[src/rtl/core/rpx_pkg.sv]
// Shared types, constants and trig table builder for the XYZ point rotator.
// Used by every module in rtl/core.
`default_nettype none
package rpx_pkg;

  localparam int ANGLE_BITS     = 12;
  localparam int COORD_BITS     = 8;
  localparam int TRIG_FRAC_BITS = 14;

  localparam int QSTEPS    = 1 << (ANGLE_BITS - 2);
  localparam int SIN_DEPTH = QSTEPS + 1;
  localparam int DW        = COORD_BITS + TRIG_FRAC_BITS + 2;
  localparam int PW        = DW + TRIG_FRAC_BITS + 2;
  localparam int SW        = PW + 1;
  localparam int ROT_W     = 17;
  localparam int SCR_W     = 8;
  localparam int OUT_SHIFT = TRIG_FRAC_BITS - 8;

  localparam logic [63:0] HALF_PI_Q30 = 64'd1686629713;
  localparam logic [SCR_W-1:0] CENTER_X_RST = 8'd64;
  localparam logic [SCR_W-1:0] CENTER_Y_RST = 8'd32;

  // ceil(2^64 / ((2n)(2n+1))) for the Taylor terms n = 1..9
  localparam logic [127:0] TWO64 = 128'd1 << 64;
  localparam logic [127:0] RECIP [9] = '{
    (TWO64 + 128'd5) / 128'd6,
    (TWO64 + 128'd19) / 128'd20,
    (TWO64 + 128'd41) / 128'd42,
    (TWO64 + 128'd71) / 128'd72,
    (TWO64 + 128'd109) / 128'd110,
    (TWO64 + 128'd155) / 128'd156,
    (TWO64 + 128'd209) / 128'd210,
    (TWO64 + 128'd271) / 128'd272,
    (TWO64 + 128'd341) / 128'd342
  };

  typedef logic [ANGLE_BITS-1:0]        angle_t;
  typedef logic [ANGLE_BITS-2:0]        rom_addr_t;
  typedef logic [TRIG_FRAC_BITS:0]      sin_mag_t;
  typedef logic signed [TRIG_FRAC_BITS+1:0] trig_t;
  typedef logic signed [DW-1:0]         coord_t;
  typedef logic signed [PW-1:0]         prod_t;
  typedef logic signed [SW-1:0]         sum_t;
  typedef logic signed [ROT_W-1:0]      rot_t;
  typedef logic [SCR_W-1:0]             scr_t;
  typedef sin_mag_t sin_tbl_t [SIN_DEPTH];

  typedef enum logic [1:0] {
    AXIS_X,
    AXIS_Y,
    AXIS_Z
  } axis_t;

  typedef enum logic {
    CFG_CENTER_X = 1'b0,
    CFG_CENTER_Y = 1'b1
  } cfg_idx_t;

  typedef struct packed {
    logic   valid;
    coord_t x;
    coord_t y;
    coord_t z;
    angle_t ax;
    angle_t ay;
    angle_t az;
  } rot_item_t;

  function automatic sin_mag_t quarter_sine(int k);
    logic [63:0] x;
    logic [63:0] t;
    logic [63:0] sum;
    logic [127:0] w;
    int s;
    x = (64'(k) * HALF_PI_Q30) >> (ANGLE_BITS - 2);
    t = x;
    sum = x;
    for (int n = 1; n <= 9; n++) begin
      t = (t * x) >> 30;
      t = (t * x) >> 30;
      w = 128'(t) * RECIP[n - 1];
      t = w[127:64];
      if (n % 2 == 1) begin
        sum = sum - t;
      end else begin
        sum = sum + t;
      end
    end
    s = 30 - TRIG_FRAC_BITS;
    sum = (sum + (64'd1 << (s - 1))) >> s;
    if (sum > (64'd1 << TRIG_FRAC_BITS)) begin
      sum = 64'd1 << TRIG_FRAC_BITS;
    end
    return sin_mag_t'(sum);
  endfunction

  function automatic sin_tbl_t sin_table();
    sin_tbl_t tb;
    for (int k = 0; k < SIN_DEPTH; k++) begin
      tb[k] = quarter_sine(k);
    end
    return tb;
  endfunction

  function automatic rom_addr_t sin_addr(angle_t a);
    rom_addr_t idx;
    idx = rom_addr_t'(a[ANGLE_BITS-3:0]);
    if (a[ANGLE_BITS-2]) begin
      return rom_addr_t'(QSTEPS) - idx;
    end
    return idx;
  endfunction

endpackage
`default_nettype wire

[src/rtl/core/rpx_out.sv]
// Output stage: rounds to Q.8, saturates, and maps x and y to screen coordinates.
// Depends on rpx_pkg.
`default_nettype none
module rpx_out (
  input  wire                 clk,
  input  wire                 rst,
  input  rpx_pkg::rot_item_t  in_item,
  input  rpx_pkg::scr_t       center_x,
  input  rpx_pkg::scr_t       center_y,
  output logic                done,
  output rpx_pkg::rot_t       rot_x,
  output rpx_pkg::rot_t       rot_y,
  output rpx_pkg::rot_t       rot_z,
  output rpx_pkg::scr_t       screen_x,
  output rpx_pkg::scr_t       screen_y,
  output logic                off_screen
);
  import rpx_pkg::*;

  localparam coord_t RND8 = (OUT_SHIFT > 0) ? (coord_t'(1) <<< (OUT_SHIFT - 1)) : coord_t'(0);
  localparam coord_t RMAX = coord_t'(65535);
  localparam coord_t RMIN = -coord_t'(65536);

  logic   v1;
  rot_t   rx1, ry1, rz1;
  coord_t tx, ty, tz;
  logic signed [9:0] px, py;

  function automatic rot_t sat(coord_t v);
    if (v > RMAX) begin
      return rot_t'(RMAX);
    end
    if (v < RMIN) begin
      return rot_t'(RMIN);
    end
    return rot_t'(v);
  endfunction

  always_comb begin
    tx = (in_item.x + RND8) >>> OUT_SHIFT;
    ty = (in_item.y + RND8) >>> OUT_SHIFT;
    tz = (in_item.z + RND8) >>> OUT_SHIFT;
    px = 10'(signed'(rx1[16:8])) + signed'({2'b00, center_x});
    py = 10'(signed'(ry1[16:8])) + signed'({2'b00, center_y});
  end

  always_ff @(posedge clk) begin
    if (rst) begin
      v1 <= 1'b0;
      done <= 1'b0;
    end else begin
      v1 <= in_item.valid;
      done <= v1;
    end
    rx1 <= sat(tx);
    ry1 <= sat(ty);
    rz1 <= sat(tz);
    rot_x <= rx1;
    rot_y <= ry1;
    rot_z <= rz1;
    screen_x <= (px < 0) ? scr_t'(0) : (px > 10'sd255) ? scr_t'(255) : scr_t'(px);
    screen_y <= (py < 0) ? scr_t'(0) : (py > 10'sd255) ? scr_t'(255) : scr_t'(py);
    off_screen <= (px < 0) || (px > 10'sd255) || (py < 0) || (py > 10'sd255);
  end

endmodule
`default_nettype wire
[config.mk]
export PLATFORM = sky130hd
export DESIGN_NAME = rpx_out
export DESIGN_NICKNAME = d
export VERILOG_FILES = /design/src/rtl/core/rpx_pkg.sv /design/src/rtl/core/rpx_out.sv
export SDC_FILE = /design/constraint.sdc
export NUM_CORES = 1
export LEC_CHECK = 0
export BUFFER_PORTS_ARGS = -buffer_cell sky130_fd_sc_hd__buf_4
export CORE_AREA = 3 3 143 145
export CTS_CLUSTER_DIAMETER = 30
export DETAILED_ROUTE_END_ITERATION = 12
export DIE_AREA = 0 0 146 148
export GPL_TIMING_DRIVEN = 0
export PLACE_DENSITY_LB_ADDON = 0.1
export SYNTH_ARGS = -nofsm -noshare
export SYNTH_HDL_FRONTEND = slang
export SYNTH_SLANG_ARGS = --single-unit
[constraint.sdc]
create_clock -name clk -period 2.55 [get_ports clk]
set_clock_uncertainty 0.15 [all_clocks]
set_input_delay 0.255 -clock clk [delete_from_list [all_inputs] [get_ports clk]]
set_output_delay 0.255 -clock clk [all_outputs]
set_load 0.05 [all_outputs]
==> key figures <==
Cells and area
  • Core occupancy in the finished layout: 0.3672
  • Ratio of cells with drive above 1 in the final layout: 0.3239
  • Area used by sequential logic in the layout: 2422 um^2
  • Footprint of the multi-input gates: 2262 um^2
  • Fillers: 1950
  • Number of antenna repair diodes: 0
  • Final standard cell count with taps included and fillers excluded: approximately 940
  • Post-layout nets: 805
  • Area grow syn2layout: 47.52%
  • Final instance area: between 7000 and 8000 um^2

Critical path
  • Beginning of the critical path: rx1[8]
  • Count of cells along the worst register-to-register path: 10
  • Worst endpoint data arrival time: approximately 2.5 ns
  • Flop2flop setup slack: around 0.2 ns
  • Required time of the critical path: about 2.7 ns
  • Largest driver fanout on the critical path: 8
  • Kind of end point of the critical path: flip-flop
  • Reg-to-reg startpoint: rx1[8]
  • Setup CP Type: reg -> reg
  • Worst Setup EP: off_screen
  • Critical R2R Capture: off_screen
  • Startpoint Class: flip-flop

CTS
  • CTS Buf Count: 17
  • Level count of the clock H-tree: 4
  • Number of buffers on the longest clock path: 2
  • Clock slew at reported path FFs: 0.06 ns
  • Total clock sinks: between 100 and 150
  • Root buffer cell: clkbuf_16
  • Worst skew pair latency: between 0.4 and 0.5 ns
  • CTS tree: built

Placement
  • Number of port buffers: ~140
  • # placed instances: 872
  • Placer congestion estimate: 0.8292
  • Half-perimeter wire length of the detailed placement result: ~9.4 mm
  • Placed Instance Area: ~6200 um^2

Yosys
  • Cell area after synthesis: between 4000 and 5000 um^2
  • Main area contributors after synthesis: dfxtp_1, xor2_1, ha_1, xnor2_1, a21oi_1
  • Most area-hungry cell type in the Yosys netlist: dfxtp_1
  • Post-synthesis area per instance: between 10 and 15 um^2
  • #FFs+latches synth: roughly 120
  • Top cell type's share of synthesized area: 0.5032
  • Post-synthesis async set-or-reset flop share: 0
  • Number of distinct library cells after synthesis: 56
  • Number of synthesized flops with an enable pin: 0
  • Most frequent cells after synthesis: dfxtp_1, a21oi_1, o21ai_0
  • Post-Syn Nets: 612
  • Most frequent cell after synthesis: dfxtp_1
  • Synthesis warning total: 0
  • Register area share after synthesis: 0.5032
  • Post-Syn Instances: around 460
  • Primary FF master, synth: dfxtp_1

Floorplanning
  • # IOs: roughly 200
  • Die Width: between 100 and 150 um
  • Placement row count: 51
  • Height of the chip: about 150 um
  • Die ar.: between 20000 and 25000 um^2
  • Core outline area: 19330 um^2
  • Initial cell density of the core: 0.2489

Detailed routing
  • Total DRC errors in the routed layout: 0
  • Vias per cell: 4.234
  • Detailed-route via count: slightly below 4000
  • Number of search-and-repair iterations in the first detailed-routing pass: 4
  • DR WL/cell: around 13 um
  • Number of violations reported at the end of detailed-routing iteration 0: around 170
  • Antenna viol nets, final: 0
  • Wire length after detailed routing: ~12 mm

GRT
  • Sum of overflow across all layers after global routing: 0
  • Via count of the first global-routing pass: about 4100
  • Number of antenna violations at the first check in global routing: 0
  • Wire length of the first global-routing pass: about 20 mm
  • GRT Resource Usage Total: 0.1175
  • Maximum number of pins on one net before global-route repair: 17

Power and ir drop
  • Power per cell area: ~820 nW/um^2
  • Peak supply drop: 0.4269 mV
  • Static Leakage: between 3 and 4 nW

STA
  • Share of the clock period used by the worst path: 0.9218
  • Shortest period the worst path allows: around 2.4 ns
  • Slew of the pin with the lowest slew margin: approximately 0.59 ns
  • Final Slew Violations: 0
  • Fmax achieved: 425.4 MHz
  • Unrepaired setup endpoints after global routing: no
  • Final Hold Fails: 0
  • Count of final setup violators: 0
  • Worst relative slew slack: 0.6071

Status
  • Outcome: finished clean

Job
  • Max_cap viols: 0

Hold path
  • Classification of the worst-slack hold path: in -> reg
-- layer usage --
layer | track usage | part of all wire | wire length, um
met5 | 0 | 0 | 0
met4 | 0.05362 | 0.021 | 261
met3 | 0.04077 | 0.051 | 632
met2 | 0.1889 | 0.47 | 5858
met1 | 0.1425 | 0.45 | 5629
-- flip-flops by register name (all words and copies together) (netlist names) --
name / cells
rot_y: 17
done: 1
rot_x: 17
v1: 1
rz1: 17
ry1: 17
off_screen: 1
rot_z: 17
screen_y: 8
rx1: 17
screen_x: 8
-- cell usage in the layout (no fill, tap or decap), types with 4 or more instances in the layout --
cell type and instances:
buf_4 149, dfxtp_1 121, a21oi_1 34, o21ai_0 33
xor2_1 33, dlygate4sd3_1 28, nand2_1 23, xnor2_1 23
nor2_1 21, nand3_1 21, ha_1 19, inv_1 17
clkbuf_16 17, o21ai_2 12, nand4_1 10, and3_1 8
o21ai_1 7, and4_1 7, clkinv_2 5, a211oi_1 4
nor2b_1 4, buf_2 4, clkbuf_1 4
-- repair_timing --
action,4_1_cts,5_1_grt
gates cloned,0,0
setup endpoints to repair,9,9
resized for setup,1,1
buffers inserted,0,3
hold buffers,28,0
pin swaps,0,2
hold endpoints to repair,26,0
-- kinds of logic after synthesis --
| logic type | synth area share |
|---|---|
| flops | 0.5032 |
| compound gates | 0.1617 |
| simple gates | 0.1453 |
| xor+xnor | 0.1037 |
| buf+inv | 0.02833 |
| fa+ha+maj | 0.05771 |
-- power by group --
part / internal, mW / switching [mW]
combinational: 0.473 / 0.837
sequential: 2.10 / 0.0643
clock: 1.46 / 0.872
total: 4.03 / 1.77
-- area by class of cell --
class	count	area share
plain buffers	11	0.01022
clock buffers	20	0.06291
clock inverters	12	0.01762
inverters	17	0.008987
multi-input cells	315	0.3186
flip-flops and latches	121	0.3411
well taps	265	0.04670
repair buffers	174	0.1938
-- worst max-delay path, stage by stage (launching register included) --
cell       delay [ns]
dfxtp_1          0.37
ha_1             0.23
inv_1            0.07
fa_1             0.43
nor2b_4          0.14
o2111ai_1        0.11
nand3_1          0.15
o41ai_2          0.10
xnor2_2          0.18
buf_4            0.18
nand4b_1         0.10
-- per-stage QoR --
step                      setup TNS (ns)  setup WS (ns)  power [mW]  hold slack, ns
final                                  0         0.1993       5.806         0.01341
after global routing                   0        0.02587       6.084         0.02447
after CTS                              0        0.07681       5.895        0.002373
after detailed placement         -0.7071        -0.1398       3.480          0.1621
after global placement           -0.4809        -0.1030       3.481          0.1596
after floorplan                        0         0.3480       3.025          0.1596
-- worst min-delay path by stage --
| stage | cells after the start | to | start |
|---|---|---|---|
| final | 3 | rz1[9] | in_item[51] |
| after global routing | 3 | rz1[10] | in_item[52] |
| after CTS | 3 | rz1[4] | in_item[46] |
| after detailed placement | 0 | rot_z[6] | rz1[6] |
| after global placement | 0 | rot_x[2] | rx1[2] |
| after floorplan | 0 | rot_x[0] | rx1[0] |
(Power assumes the default switching activity.)
